===== config.mk =====
export PLATFORM = sky130hd
export DESIGN_NAME = sem_ctrl
export DESIGN_NICKNAME = d
export VERILOG_FILES = /design/src/rtl/core/sem_pkg.sv /design/src/rtl/core/sem_ctrl.sv
export SDC_FILE = /design/constraint.sdc
export NUM_CORES = 1
export LEC_CHECK = 0
export CORE_MARGIN = 10
export CORE_UTILIZATION = 50
export CTS_CLUSTER_DIAMETER = 50
export DETAILED_ROUTE_END_ITERATION = 12
export DONT_BUFFER_PORTS = 1
export PLACE_DENSITY = 0.68
export RECOVER_POWER = 100
export SYNTH_ARGS = -nofsm -noshare
export SYNTH_HDL_FRONTEND = slang
export SYNTH_SLANG_ARGS = --single-unit

===== constraint.sdc =====
create_clock -name clk -period 2.25 [get_ports clk]
set_input_delay 0 -clock clk [delete_from_list [all_inputs] [get_ports clk]]
set_output_delay 0 -clock clk [all_outputs]
set_load 0.02 [all_outputs]

===== src/rtl/core/sem_pkg.sv =====
// Shared types, codes and constants for the sorted extent map.
`default_nettype none
package sem_pkg;
  localparam int unsigned MaxExtentsDef = 64;
  localparam logic [21:0] ClusterBytesRst = 22'd4096;

  typedef enum logic [1:0] {
    CMD_INSERT = 2'd0,
    CMD_FIND   = 2'd1,
    CMD_RANGE  = 2'd2,
    CMD_NONE   = 2'd3
  } cmd_t;

  typedef enum logic [3:0] {
    ST_INSERTED   = 4'd0,
    ST_NAMED      = 4'd1,
    ST_INVERTED   = 4'd2,
    ST_MISMATCH   = 4'd3,
    ST_OVERLAP    = 4'd4,
    ST_FULL       = 4'd5,
    ST_FOUND      = 4'd6,
    ST_NOT_FOUND  = 4'd7,
    ST_MAPPED     = 4'd8,
    ST_NOT_MAPPED = 4'd9
  } status_t;

  typedef struct packed {
    logic [1:0]  cmd;
    logic [63:0] start_cluster;
    logic [63:0] last_cluster;
    logic        is_named;
    logic        check_expected;
    logic [63:0] expected_start;
    logic [15:0] extent_handle;
    logic [63:0] query_cluster;
    logic [63:0] byte_offset;
    logic [63:0] byte_length;
  } in_word_t;

  typedef struct packed {
    logic [3:0]  status;
    logic [15:0] hit_handle;
    logic [63:0] hit_start;
    logic [63:0] hit_last;
  } out_word_t;

  localparam int unsigned CfgClusterBytes = 0;

  // controller -> datapath
  typedef struct packed {
    logic load;        // capture input word
    logic scan_clr;    // reset scan index
    logic scan_rd;     // issue read at scan index
    logic scan_cap;    // compare registered read data, advance
    logic shift_rd;    // read entry at shift index
    logic shift_wr;    // write read data one slot up, step down
    logic ins_wr;      // write new entry at position
    logic div_start;   // start cur / cb
    logic walk_next;   // cur <- (last+1)*cb
    logic mul_start;
    logic emit;
  } sem_cmd_t;

  // datapath -> controller
  typedef struct packed {
    logic scan_done;   // upper position found
    logic shift_done;
    logic div_done;
    logic mul_done;
    logic walk_mapped; // cur >= end
    logic cover_hit;
    logic ins_reject;  // static reject or overlap or full
    logic walk_limit;
    logic range_trivial;
  } sem_stat_t;
endpackage
`default_nettype wire


===== src/rtl/core/sem_ctrl.sv =====
// Sequencing state machine of the sorted extent map.
`default_nettype none
module sem_ctrl (
  input  wire logic              clk,
  input  wire logic              rst_n,
  input  wire logic              start,
  input  wire logic [1:0]        cmd,
  input  wire sem_pkg::sem_stat_t st,
  output sem_pkg::sem_cmd_t      ctl,
  output logic                   busy
);
  import sem_pkg::*;

  typedef enum logic [8:0] {
    S_IDLE   = 9'b000000001,
    S_SCANRD = 9'b000000010,
    S_SCANCP = 9'b000000100,
    S_SHRD   = 9'b000001000,
    S_SHWR   = 9'b000010000,
    S_DIV    = 9'b000100000,
    S_MUL    = 9'b001000000,
    S_DONE   = 9'b010000000,
    S_DECIDE = 9'b100000000
  } state_t;

  state_t state_r, state_nxt;
  logic [1:0] cmd_r, cmd_nxt;

  always_comb begin
    state_nxt = state_r;
    cmd_nxt = cmd_r;
    ctl = '0;
    unique case (state_r)
      S_IDLE: begin
        if (start) begin
          ctl.load = 1'b1;
          ctl.scan_clr = 1'b1;
          cmd_nxt = cmd;
          unique case (cmd_t'(cmd))
            CMD_INSERT, CMD_FIND: state_nxt = S_SCANRD;
            CMD_RANGE: state_nxt = S_DECIDE;
            default: state_nxt = S_DONE;
          endcase
        end
      end
      S_DECIDE: begin
        if (st.range_trivial || st.walk_mapped || st.walk_limit) begin
          state_nxt = S_DONE;
        end else begin
          ctl.div_start = 1'b1;
          state_nxt = S_DIV;
        end
      end
      S_DIV: begin
        if (st.div_done) begin
          ctl.scan_clr = 1'b1;
          state_nxt = S_SCANRD;
        end
      end
      S_SCANRD: begin
        if (st.scan_done) begin
          state_nxt = S_DONE;
          if (cmd_t'(cmd_r) == CMD_INSERT) begin
            if (!st.ins_reject) state_nxt = S_SHRD;
          end else if (cmd_t'(cmd_r) == CMD_RANGE) begin
            if (st.cover_hit) begin
              ctl.mul_start = 1'b1;
              state_nxt = S_MUL;
            end
          end
        end else begin
          ctl.scan_rd = 1'b1;
          state_nxt = S_SCANCP;
        end
      end
      S_SCANCP: begin
        ctl.scan_cap = 1'b1;
        state_nxt = S_SCANRD;
      end
      S_MUL: begin
        if (st.mul_done) begin
          ctl.walk_next = 1'b1;
          state_nxt = S_DECIDE;
        end
      end
      S_SHRD: begin
        if (st.shift_done) begin
          ctl.ins_wr = 1'b1;
          state_nxt = S_DONE;
        end else begin
          ctl.shift_rd = 1'b1;
          state_nxt = S_SHWR;
        end
      end
      S_SHWR: begin
        ctl.shift_wr = 1'b1;
        state_nxt = S_SHRD;
      end
      S_DONE: begin
        ctl.emit = 1'b1;
        state_nxt = S_IDLE;
      end
      default: state_nxt = S_IDLE;
    endcase
  end

  always_ff @(posedge clk) begin
    if (!rst_n) begin
      state_r <= S_IDLE;
      cmd_r <= 2'd0;
    end else begin
      state_r <= state_nxt;
      cmd_r <= cmd_nxt;
    end
  end

  assign busy = (state_r != S_IDLE);

`ifndef SYNTH
  a_emit_once: assert property (@(posedge clk) disable iff (!rst_n)
    ctl.emit |=> !ctl.emit) else $error("double emit");
  a_idle_after_emit: assert property (@(posedge clk) disable iff (!rst_n)
    ctl.emit |=> !busy) else $error("not idle after emit");
  a_load_idle: assert property (@(posedge clk) disable iff (!rst_n)
    ctl.load |-> !busy) else $error("load while busy");
`endif
endmodule
`default_nettype wire


# Yosys cells after proc, flatten, opt, wreduce, memory -nomap -nowiden
# Index checks and enable logic that the tools add are counted.
# Widths: inputs -> output; s select.
# totals
ff_bits	11
input_bits	14
out_inout_bits	12
elab_cells	59
# classes
n_eq_ne	16
mux	34
reduce_logical	7
# op_table
operator	count
$pmux 9 s8	1
$mux 9	5
$mux 8	5
$mux 1	20
$pmux 9 s2	1
$eq 9x1->1 const B	1
$eq 9x2->1 const B	1
$eq 9x3->1 const B	1
$eq 9x4->1 const B	1
$eq 9x5->1 const B	1
$eq 9x6->1 const B	1
$eq 9x7->1 const B	1
$eq 9x8->1 const B	1
$eq 9x9->1 const B	1
$ne 9x1->1 const B	1
$ne 2x2->1 const B	3
$eq 2x2->1 const B	2
$logic_not 2->1	2
$reduce_and 3->1	1
$eq 2x1->1 const B	1
$logic_or 1x1->1	2
$mux 2	1
$pmux 1 s2	1
$reduce_and 2->1	1
$reduce_or 2->1	1

# Logic depth before layout (Yosys ltp)
# Gate-level depths: netlist (run 1).
# depth
word_depth	5
ltp_mapped	6
depth_no_buf	5

# Least setup slack after synthesis (run 1)
# Ideal clock, no wire load.
# synth_path
kind	reg-to-reg
start	register state_r[5]
end	register state_r[2]
setup_time_ns	0.061
t_arrival_ns	1.707
t_required_ns	2.189
path_slack_ns	0.482
stages_incl_launch_ff	6
n_path_buf	1
synth_period_minus_slack_ns	1.768
path_cell_list	dfxtp_1 > clkbuf_1 > nor4_1 > nand2_1 > nor3_1 > and2_1
# synth_via
elab_chain_cells	3
elab_cells_between_ends	13
cone_classes	11 x eq/ne; 1 x mux; 1 x reduce/logical
# synth_lines
item	line	rtl
start: declaration	sem_ctrl.sv:26	state_t state_r, state_nxt;
start signal: assignment	sem_ctrl.sv:112	state_r <= state_nxt;
$eq 9x6->1, or another cell as far along	sem_ctrl.sv:33	unique case (state_r)
$ne 2x2->1 (no source line)	n/a	
$reduce_and 3->1 (no source line)	n/a	
# Several ways; a longest one is shown, not always the timed one.
# A chain may end at the register's enable or synchronous reset.

# Worst setup path after layout (run 1)
# layout_path
start	register state_r[3]
end	register state_r[5]
# Same word-level chain as after synthesis.

==> impl_metrics.env, run 1 <==
export IMPL_hold_path_startpoint="start"
export IMPL_met3_wirelength_um=237
export IMPL_pwr_density_cell_nw_per_um2=674
export IMPL_longest_individual_stage_delay_on_the_worst_path_ns=0.55
export IMPL_route_top_layer_used="met4"
export IMPL_layout_cells_most_common_list="sky130_fd_sc_hd__dfxtp_1 (11), sky130_fd_sc_hd__nor3_1 (10), sky130_fd_sc_hd__dlygate4sd3_1 (10), sky130_fd_sc_hd__o21ai_0 (6)"
export IMPL_required_ns=2.48
export IMPL_totalNegativeSetupSlack_ns=0
export IMPL_ys_ff_latch=11
export IMPL_period_minus_slack_ns=2.05
export IMPL_first_global_vias=711
export IMPL_rsz0062_at_grt="false"
export IMPL_fin_worst_skew_ns=0.00460
export IMPL_multi_input_comb_area_um2=542
export IMPL_cts_sink_count=11
export IMPL_placement_io_buffers=0
export IMPL_timing_critical_path_from="state_r[3]"
export IMPL_cell_with_the_biggest_individual_delay_on_the_critical_path="sky130_fd_sc_hd__nor4_1"
export IMPL_slew_limit_headroom=0.606
export IMPL_routed_via_density=6.24
export IMPL_post_route_cells_drive_above_1_share=0.0783
export IMPL_crit_fanout=12
export IMPL_yosys_warnings=0
export IMPL_overflow=0
export IMPL_cts_reportedPaths_clkPinSlew_ns=0.08
export IMPL_number_of_design_rule_violations_left_by_the_first_detailed_router_iteration=35
export IMPL_clk_path_buf_depth=2
export IMPL_outcome="complete, no violations"
export IMPL_grt_util_all_layers=0.134
export IMPL_syn_inst=106
export IMPL_floorplan_io_pins=26
export IMPL_critical_path_startpoint_type="register"
export IMPL_finalNetCount=130
export IMPL_cts_htree_levels=1
export IMPL_grt_start_max_net_pins=13
export IMPL_drc=0
export IMPL_dieWidth_um=60.5
export IMPL_dp_cells=117
export IMPL_chain_of_cells_forming_the_critical_path="buf_4 > nor4_1 > nand3_1 > a21boi_0 > dlygate4sd3_1"
export IMPL_detailedPlacementHpwl_mm=1.61
export IMPL_wirelength_met1_um=993
export IMPL_power_ir_vdd_worst_mv=0.339
export IMPL_worst_hold_path_type="in -> reg"
export IMPL_timing_critical_path_max_delay_family="simple AND/OR/NAND/NOR gates"
export IMPL_die_h_um=60.5
export IMPL_antennaDiodeCount=0
export IMPL_reg2reg_from="state_r[3]"
export IMPL_final_setup_viol_count=0
export IMPL_final_core_util=0.621
export IMPL_timing_max_transition_violations_final=0
export IMPL_syn_mean_instance_area_um2=7.73
export IMPL_cp_data_arrival_time_ns=2.28
export IMPL_final_cells=131
export IMPL_final_antenna_net_count=0
export IMPL_max_freq_ghz=0.488
export IMPL_cts_buffers_inserted=3
export IMPL_fp_dieArea_um2=3660
export IMPL_antenna_found_initial=0
export IMPL_synth_area_um2=820
export IMPL_final_report_hold_violation_count=0
export IMPL_gp_routability_congestion=0.827
export IMPL_p_leak_nw=0.359
export IMPL_mean_routed_wirelength_per_cell_um=17.1
export IMPL_route_final_wire_length_mm=2.24
export IMPL_floorplan_initialDensity=0.538
export IMPL_fillerInstances=146
export IMPL_yosysSeqAreaShare=0.269
export IMPL_critical_path_n_buffers_inverters=2
export IMPL_fp_row_count=14
export IMPL_synth_nets=120
export IMPL_tightest_slew_ns=0.585
export IMPL_detailedRoute_firstPassIterationCount=4
export IMPL_post_cts_resize_count=0
export IMPL_timing_setup_critical_path_class="reg -> reg"
export IMPL_most_frequent_standard_cell_in_the_layout_excluding_fill_and_tap_cells="sky130_fd_sc_hd__dfxtp_1"
export IMPL_end_kind="register"
export IMPL_synth_cell_type_count=42
export IMPL_floorplan_core_area_um2=1520
export IMPL_grt_first_pass_wirelength_mm=3.73
export IMPL_maxCapViolCount=0
export IMPL_ratio_of_final_minimum_period_to_clock_period=0.910
export IMPL_route_met2_wl_um=993
export IMPL_worstSkewPairLatency_ns=0.28
export IMPL_seqCellArea_um2=220
export IMPL_vias_after_detailed_routing=817
export IMPL_clk_root_buffer_cell="sky130_fd_sc_hd__clkbuf_4"
export IMPL_flow_area_growth_from_synthesis_pct=15.4
export IMPL_cts_tree="yes"
[logic make-up (layout without fill, tap and decap cells)]
logic type | count (synthesis) | count (layout) | share of synthesized area
XOR/XNOR | 3 | 3 | 0.0321
AO/OA/AOI/OAI | 21 | 21 | 0.188
buffers and inverters | 13 | 22 | 0.0702
AND/OR/NAND/NOR | 56 | 56 | 0.417
multiplexers | 2 | 2 | 0.0244
flip-flops | 11 | 11 | 0.269
[worst min-delay path: stages]
cell and delay [ns]:
sky130_fd_sc_hd__nand4_1 0.11, sky130_fd_sc_hd__mux2i_1 0.09, sky130_fd_sc_hd__nor2b_1 0.09
[layout make-up]
type                    count  share of cell area
flip-flops and latches     11               0.233
multi-input cells          82               0.573
repair buffers             14               0.130
inverters                   4              0.0159
clock buffers               4              0.0278
well taps                  16              0.0212
[synth_stat cells]
master,n,share of area
sky130_fd_sc_hd__o22a_1,1,0.011
sky130_fd_sc_hd__a2111oi_0,1,0.011
sky130_fd_sc_hd__a21boi_0,1,0.0092
sky130_fd_sc_hd__o21ai_0,6,0.037
sky130_fd_sc_hd__o211a_1,1,0.012
sky130_fd_sc_hd__o31ai_1,1,0.0092
sky130_fd_sc_hd__or3_1,2,0.015
sky130_fd_sc_hd__nor4b_1,1,0.011
sky130_fd_sc_hd__nor3_1,10,0.061
sky130_fd_sc_hd__a211oi_1,2,0.018
sky130_fd_sc_hd__or2_2,1,0.0076
sky130_fd_sc_hd__buf_6,1,0.014
sky130_fd_sc_hd__nand3_1,4,0.024
sky130_fd_sc_hd__nor2b_1,3,0.023
sky130_fd_sc_hd__buf_2,1,0.0061
sky130_fd_sc_hd__or4_1,1,0.0092
sky130_fd_sc_hd__clkbuf_1,7,0.032
sky130_fd_sc_hd__a2bb2oi_1,1,0.011
sky130_fd_sc_hd__nor2_1,5,0.023
sky130_fd_sc_hd__nand4b_1,1,0.011
sky130_fd_sc_hd__nand2_1,3,0.014
sky130_fd_sc_hd__a221oi_2,1,0.018
sky130_fd_sc_hd__a21o_1,1,0.0092
sky130_fd_sc_hd__xnor2_1,1,0.011
sky130_fd_sc_hd__o2111ai_1,1,0.011
sky130_fd_sc_hd__nor4_1,4,0.031
sky130_fd_sc_hd__or4b_1,1,0.012
sky130_fd_sc_hd__or4_4,2,0.027
sky130_fd_sc_hd__xor2_1,2,0.021
sky130_fd_sc_hd__o21a_1,1,0.0092
sky130_fd_sc_hd__nand2b_1,3,0.023
sky130_fd_sc_hd__nand4_1,1,0.0076
sky130_fd_sc_hd__inv_1,4,0.018
sky130_fd_sc_hd__o21bai_1,1,0.0092
sky130_fd_sc_hd__a21oi_1,1,0.0061
sky130_fd_sc_hd__mux2i_1,2,0.024
sky130_fd_sc_hd__and3_1,3,0.023
sky130_fd_sc_hd__dfxtp_1,11,0.27
sky130_fd_sc_hd__a31oi_1,1,0.0076
sky130_fd_sc_hd__nor3b_1,5,0.046
sky130_fd_sc_hd__and2_1,4,0.031
sky130_fd_sc_hd__nand3b_1,2,0.018
[sequential cells by signal (all words and copies together) (netlist names)]
signal   count
state_r      9
cmd_r        2
[repair_timing]
action                    CTS  global route
setup buffers               0             0
hold buffers               10             0
hold endpoints to repair   11             0
[stage by stage]
| stage | instance area, um2 | hold slack, ns | total power, mW | setup WS, ns |
|---|---|---|---|---|
| floorplan | 820 | 0.0758 | 0.447 | 0.482 |
| global placement | 827 | 0.0791 | 0.481 | 0.431 |
| detailed placement | 827 | 0.0788 | 0.480 | 0.354 |
| CTS | 953 | 0.0478 | 0.635 | 0.260 |
| global route | 946 | 0.0372 | 0.684 | 0.0344 |
| finish | 946 | 0.0428 | 0.638 | 0.202 |
[per-layer routing]
| layer | vias up | track usage |
|---|---|---|
| li1 | 410 | - |
| met3 | 4 | 0.0647 |
| met4 | 0 | 0.0376 |
| met5 | - | 0 |
| met2 | 35 | 0.193 |
| met1 | 368 | 0.172 |
[worst paths after layout]
| path | endpoint | slack [ns] | cells past startpoint |
|---|---|---|---|
| hold / removal | cmd_r[0] | 0.04 | 3 |
| setup / recovery | state_r[5] | 0.20 | 5 |
| setup reg to reg | state_r[5] | 0.20 | 5 |
| hold reg to reg | cmd_r[1] | 0.57 | 2 |
[power breakdown]
| group | leakage (nW) | switching, mW | internal [mW] |
|---|---|---|---|
| logic | 0.255 | 0.142 | 0.0980 |
| registers | 0.0894 | 0.0381 | 0.213 |
| clock network | 0.0150 | 0.0772 | 0.0690 |
| total | 0.359 | 0.258 | 0.380 |
No activity file was read; power rests on OpenSTA's default activity.
==> run 2: changes to the inputs <==
--- a/config.mk
+++ b/config.mk
@@ -12,6 +12,8 @@
 export DONT_BUFFER_PORTS = 1
 export PLACE_DENSITY = 0.68
 export RECOVER_POWER = 100
+export REMOVE_ABC_BUFFERS = 1
+export SLEW_MARGIN = 15
 export SYNTH_ARGS = -nofsm -noshare
 export SYNTH_HDL_FRONTEND = slang
 export SYNTH_SLANG_ARGS = --single-unit
==> run 2 against run 1 <==
- die area did not move
- wire length up 10%
- register-to-register slack got worse by 0.07 ns
- flip-flop and latch count is the same
- critical path depth did not move
- global-route usage up 0.18 points
- clock power shrank 3%
- sequential share of layout area did not move
- clock skew decreased by 0.0042 ns
- critical path type unchanged
- largest cell class unchanged
==> impl_metrics.env, run 2 (same netlist as run 1, synthesis figures left out) <==
export IMPL_outcome="complete, no violations"
export IMPL_drc=0
export IMPL_detailedRoute_firstPassIterationCount=4
export IMPL_floorplan_io_pins=26
export IMPL_met3_wirelength_um=246
export IMPL_cts_tree="yes"
export IMPL_fp_dieArea_um2=3660
export IMPL_max_freq_ghz=0.473
export IMPL_dp_cells=117
export IMPL_route_top_layer_used="met4"
export IMPL_multi_input_comb_area_um2=548
export IMPL_reg2reg_from="state_r[3]"
export IMPL_wirelength_met1_mm=1.01
export IMPL_worstSetupEndpoint="state_r[5]"
export IMPL_worstReg2RegEnd="state_r[5]"
export IMPL_floorplan_initialDensity=0.538
export IMPL_antennaDiodeCount=0
export IMPL_timing_setup_critical_path_class="reg -> reg"
export IMPL_largest_register="state_r"
export IMPL_finalNetCount=129
export IMPL_maxCapViolCount=0
export IMPL_end_kind="register"
export IMPL_final_core_util=0.621
export IMPL_cts_sink_count=11
export IMPL_worstSkewPairLatency_ns=0.27
export IMPL_number_of_design_rule_violations_left_by_the_first_detailed_router_iteration=37
export IMPL_final_report_hold_violation_count=0
export IMPL_preCtsSetupSlack_ns=0.388
export IMPL_die_h_um=60.5
export IMPL_crit_fanout=12
export IMPL_ratio_of_final_minimum_period_to_clock_period=0.939
export IMPL_cts_reportedPaths_clkPinSlew_ns=0.07
export IMPL_grt_first_pass_wirelength_mm=3.84
export IMPL_final_cells=130
export IMPL_rrSetupSlack_ns=0.14
export IMPL_clk_root_buffer_cell="sky130_fd_sc_hd__clkbuf_4"
export IMPL_critical_path_startpoint_type="register"
export IMPL_top_regs="state_r (9), cmd_r (2)"
export IMPL_fin_worst_skew_ns=0.000446
export IMPL_flow_area_growth_from_synthesis_pct=15.4
export IMPL_layout_cells_most_common_list="sky130_fd_sc_hd__dfxtp_1 (11), sky130_fd_sc_hd__nor3_1 (10), sky130_fd_sc_hd__dlygate4sd3_1 (9), sky130_fd_sc_hd__o21ai_0 (6)"
export IMPL_rr_worst_depth=5
export IMPL_power_ir_vdd_worst_mv=0.405
export IMPL_fillerInstances=143
export IMPL_timing_critical_path_from="state_r[3]"
export IMPL_p_leak_nw=0.364
export IMPL_cp_data_arrival_time_ns=2.34
export IMPL_seqCellArea_um2=220
export IMPL_post_route_cells_drive_above_1_share=0.0965
export IMPL_route_final_wire_length_mm=2.47
export IMPL_post_route_setup_slack_ns=0.137
export IMPL_tightest_slew_ns=0.656
export IMPL_fp_row_count=14
export IMPL_cts_buffers_inserted=3
export IMPL_timing_max_transition_violations_final=0
export IMPL_antenna_found_initial=0
export IMPL_most_frequent_standard_cell_in_the_layout_excluding_fill_and_tap_cells="sky130_fd_sc_hd__dfxtp_1"
export IMPL_vias_after_detailed_routing=863
export IMPL_final_antenna_net_count=0
export IMPL_worst_hold_path_type="in -> reg"
export IMPL_pwr_density_cell_nw_per_um2=681
export IMPL_route_met2_wl_mm=1.17
export IMPL_required_ns=2.47
export IMPL_min_path_cells=2
export IMPL_grt_start_max_net_pins=13
export IMPL_first_global_vias=814
export IMPL_overflow=0
export IMPL_final_setup_viol_count=0
export IMPL_period_minus_slack_ns=2.11
export IMPL_floorplan_core_area_um2=1520
export IMPL_largest_register_ff_count=9
export IMPL_clk_path_buf_depth=2
export IMPL_mean_routed_wirelength_per_cell_um=19.0
export IMPL_gp_routability_congestion=0.810
export IMPL_placement_io_buffers=0
export IMPL_setup_repair_bufs_after_cts=0
export IMPL_cts_htree_levels=1
export IMPL_grt_util_all_layers=0.135
export IMPL_dieWidth_um=60.5
export IMPL_slew_limit_headroom=0.559
export IMPL_finalHoldWorstSlack_ns=0.00529
export IMPL_routed_via_density=6.64
export IMPL_detailedPlacementHpwl_mm=1.68
[run 2: changes by cell type in the layout (fill, tap and decap cells not counted)]
| cell | before | now |
|---|---|---|
| sky130_fd_sc_hd__and2_0 | 4 | 0 |
| sky130_fd_sc_hd__and2_1 | 0 | 4 |
| sky130_fd_sc_hd__buf_4 | 2 | 3 |
| sky130_fd_sc_hd__clkbuf_1 | 3 | 2 |
| sky130_fd_sc_hd__dlygate4sd3_1 | 10 | 9 |
| sky130_fd_sc_hd__nor4_1 | 4 | 3 |
| sky130_fd_sc_hd__nor4_2 | 0 | 1 |
[run 2: repair_timing]
action	4_1_cts	5_1_grt
resized for setup	0	1
endpoints found under the setup margin	0	1
hold buffers	9	0
hold endpoints to repair	11	0
[run 2: worst min path at each step]
stage / start / endpoint / slack, ns
2_1_floorplan: st[7] / state_r[4] / 0.08
3_3_place_gp: st[7] / state_r[4] / 0.08
3_5_place_dp: st[7] / state_r[4] / 0.08
4_1_cts: start / state_r[0] / 0.003
5_1_grt: start / state_r[0] / 0.02
6_report: start / state_r[0] / 0.005
[run 2: layout make-up]
class                           instances  share of cell area
Clock buffer                            4              0.0278
Inverter                                4              0.0159
Multi-Input combinational cell         82               0.579
Sequential cell                        11               0.233
Tap cell                               16              0.0212
Timing Repair Buffer                   13               0.123
[run 2: per-layer routing]
layer	vias up	GRT usage
li1	411	-
met1	405	0.156
met2	43	0.218
met3	4	0.0543
met4	0	0.0564
met5	-	0
[run 2: metrics by stage]
| stage | power [mW] | setup TNS [ns] | instance area [um2] |
|---|---|---|---|
| after floorplan | 0.435 | 0 | 777 |
| after global placement | 0.482 | 0 | 827 |
| after detailed placement | 0.482 | 0 | 827 |
| after CTS | 0.633 | 0 | 943 |
| after global routing | 0.686 | -0.00952 | 946 |
| final | 0.644 | 0 | 946 |
[run 2: where the power goes]
part | internal (mW) | leakage, nW | switching, mW
registers | 0.213 | 0.0894 | 0.0419
logic | 0.100 | 0.260 | 0.148
clock network | 0.0688 | 0.0150 | 0.0722
total | 0.382 | 0.364 | 0.262
[run 2: critical path: stages, from the launching register on]
cell and delay, ns:
sky130_fd_sc_hd__dfxtp_1 0.32, sky130_fd_sc_hd__clkbuf_1 0.24, sky130_fd_sc_hd__nor4_2 0.52, sky130_fd_sc_hd__nand3_1 0.20, sky130_fd_sc_hd__a21boi_0 0.21, sky130_fd_sc_hd__dlygate4sd3_1 0.56
==> run 3: changes to the inputs <==
--- a/config.mk
+++ b/config.mk
@@ -7,7 +7,9 @@
 export LEC_CHECK = 0
 export CORE_MARGIN = 10
 export CORE_UTILIZATION = 50
+export CTS_BUF_LIST = sky130_fd_sc_hd__clkbuf_16
 export CTS_CLUSTER_DIAMETER = 50
+export CTS_CLUSTER_SIZE = 10
 export DETAILED_ROUTE_END_ITERATION = 12
 export DONT_BUFFER_PORTS = 1
 export PLACE_DENSITY = 0.68
==> constraint.sdc (replaced) <==
create_clock -name clk -period 2.5 [get_ports clk]
set_input_delay 0 -clock clk [delete_from_list [all_inputs] [get_ports clk]]
set_output_delay 0 -clock clk [all_outputs]
set_load 0.02 [all_outputs]
==> run 3 against run 2 <==
- register-to-register slack better by 0.34 ns
- sequential power down 9.8%
- utilization down 0.82 points
- worst setup slack better by 0.34 ns
- clock-buffer cell count down 1
- total power up 14%
- wire length up 0.20%
- critical path type is now reg -> out
- largest power group is now clock
==> impl_metrics.env, run 3 (same netlist as run 1, synthesis figures left out) <==
export IMPL_required_ns=2.50
export IMPL_grt_start_max_net_pins=14
export IMPL_top_regs="state_r (9), cmd_r (2)"
export IMPL_cts_buffers_inserted=3
export IMPL_mean_routed_wirelength_per_cell_um=19.8
export IMPL_fillerInstances=140
export IMPL_crit_fanout=12
export IMPL_cp_data_arrival_time_ns=2.03
export IMPL_cts_reportedPaths_clkPinSlew_ns=0.04
export IMPL_hold_buffers=5
export IMPL_post_route_cells_drive_above_1_share=0.0550
export IMPL_cts_tree="yes"
export IMPL_antennaDiodeCount=0
export IMPL_chain_of_cells_forming_the_critical_path="nor4_1 > nand4b_1 > nor3_1 > clkbuf_1"
export IMPL_fp_dieArea_um2=3660
export IMPL_antenna_found_initial=0
export IMPL_placedInstanceArea_um2=820
export IMPL_setup_repair_bufs_after_cts=0
export IMPL_longest_individual_stage_delay_on_the_worst_path_ns=0.57
export IMPL_detailedPlacementHpwl_mm=1.71
export IMPL_clk_path_buf_depth=2
export IMPL_final_report_hold_violation_count=0
export IMPL_worstSkewPairLatency_ns=0.24
export IMPL_maxCapViolCount=0
export IMPL_layout_cells_most_common_list="sky130_fd_sc_hd__dfxtp_1 (11), sky130_fd_sc_hd__nor3_1 (10), sky130_fd_sc_hd__o21ai_0 (6)"
export IMPL_post_route_setup_slack_ns=0.472
export IMPL_post_cts_resize_count=0
export IMPL_final_setup_viol_count=0
export IMPL_rsz0062_at_grt="false"
export IMPL_max_freq_ghz=0.493
export IMPL_clk_root_buffer_cell="sky130_fd_sc_hd__clkbuf_16"
export IMPL_route_final_wire_length_mm=2.48
export IMPL_power_switching_mw=0.250
export IMPL_timing_max_transition_violations_final=0
export IMPL_stdcell_area_um2=933
export IMPL_floorplan_io_pins=26
export IMPL_most_frequent_standard_cell_in_the_layout_excluding_fill_and_tap_cells="sky130_fd_sc_hd__dfxtp_1"
export IMPL_switching_share=0.341
export IMPL_number_of_design_rule_violations_left_by_the_first_detailed_router_iteration=29
export IMPL_fp_row_count=14
export IMPL_placement_io_buffers=0
export IMPL_grt_util_all_layers=0.136
export IMPL_grt_first_pass_wirelength_mm=3.80
export IMPL_pwr_density_cell_nw_per_um2=786
export IMPL_outcome="complete, no violations"
export IMPL_detailedRoute_firstPassIterationCount=4
export IMPL_slew_limit_headroom=0.549
export IMPL_preCtsSetupSlack_ns=0.582
export IMPL_worst_hold_path_type="in -> reg"
export IMPL_final_antenna_net_count=0
export IMPL_flow_area_growth_from_synthesis_pct=13.9
export IMPL_largest_register_ff_count=9
export IMPL_p_leak_nw=0.350
export IMPL_share_seq_of_total_power=0.314
export IMPL_largest_register="state_r"
export IMPL_die_h_um=60.5
export IMPL_drc=0
export IMPL_design_power_total_mw=0.733
export IMPL_cts_htree_levels=1
export IMPL_first_global_vias=755
export IMPL_dieWidth_um=60.5
export IMPL_cts_sink_count=11
export IMPL_overflow=0
export IMPL_combinationalPowerShare=0.287
export IMPL_tightest_slew_ns=0.670
export IMPL_timing_setup_critical_path_class="reg -> out"
export IMPL_ratio_of_final_minimum_period_to_clock_period=0.811
export IMPL_cell_with_the_biggest_individual_delay_on_the_critical_path="sky130_fd_sc_hd__nor4_1"
export IMPL_finalNetCount=124
export IMPL_critical_path_startpoint_type="register"
export IMPL_clockPowerShare=0.399
export IMPL_fin_worst_skew_ns=0.00330
export IMPL_period_minus_slack_ns=2.03
export IMPL_floorplan_initialDensity=0.538
export IMPL_routed_via_density=6.72
export IMPL_floorplan_core_area_um2=1520
export IMPL_end_kind="output pin"
export IMPL_internal_power_mw=0.483
export IMPL_totalNegativeSetupSlack_ns=0
export IMPL_vias_after_detailed_routing=840
export IMPL_power_ir_vdd_worst_mv=0.515
export IMPL_gp_routability_congestion=0.840
==> run 3: cell count changes in the layout (fill, tap and decap cells not counted), moves of 3 or more <==
cell / change
sky130_fd_sc_hd__and2_0: +4
sky130_fd_sc_hd__and2_1: -4
sky130_fd_sc_hd__buf_4: -3
sky130_fd_sc_hd__clkbuf_16: +3
sky130_fd_sc_hd__clkbuf_4: -3
sky130_fd_sc_hd__dlygate4sd3_1: -4
==> run 3: layout make-up <==
class                           count  area [um2]  area share
Multi-Input combinational cell     82         538       0.576
Tap cell                           16        20.0      0.0214
Sequential cell                    11         220       0.236
Timing Repair Buffer                8        61.3      0.0657
Clock buffer                        3        75.1      0.0804
Clock inverter                      1        3.75     0.00402
Inverter                            4        15.0      0.0161
==> run 3: worst paths after layout <==
| path | start | end | slack [ns] | depth (start not counted) |
|---|---|---|---|---|
| setup / recovery | state_r[5] | ctl[1] | 0.47 | 4 |
| hold reg to reg | cmd_r[1] | cmd_r[1] | 0.58 | 2 |
| setup reg to reg | state_r[3] | state_r[1] | 0.48 | 4 |
| hold / removal | st[1] | state_r[5] | 0.01 | 3 |
==> run 3: critical path, delay by kind of cell, from the launching register on <==
family / cells / cell delay (ns)
buffers and inverters: 1 / 0.26
flip-flops: 1 / 0.42
AND/OR/NAND/NOR: 3 / 1.11
==> run 3: power by group through the flow <==
stage | logic, mW | registers, mW | clock network, mW
4_1_cts | 0.214 | 0.230 | 0.292
2_1_floorplan | 0.171 | 0.221 | 0
3_3_place_gp | 0.201 | 0.231 | 0
6_report | 0.210 | 0.230 | 0.293
3_5_place_dp | 0.203 | 0.232 | 0
5_1_grt | 0.232 | 0.234 | 0.299
==> run 3: layer usage <==
metal / share of wire / up-vias / wire length, um / GRT usage
li1: - / 398 / - / -
met1: 0.41 / 393 / 1020 / 0.163
met2: 0.48 / 43 / 1180 / 0.206
met3: 0.095 / 6 / 234 / 0.0543
met4: 0.015 / 0 / 38 / 0.0658
met5: 0 / - / 0 / 0
==> run 3: per-stage QoR <==
step,hold WS (ns),utilization,std cells
6_report,0.0103,0.612,125
5_1_grt,0.0234,0.612,125
4_1_cts,0.00811,0.622,125
3_5_place_dp,0.0793,0.538,116
3_3_place_gp,0.0784,0.538,116
2_1_floorplan,0.0758,-,97
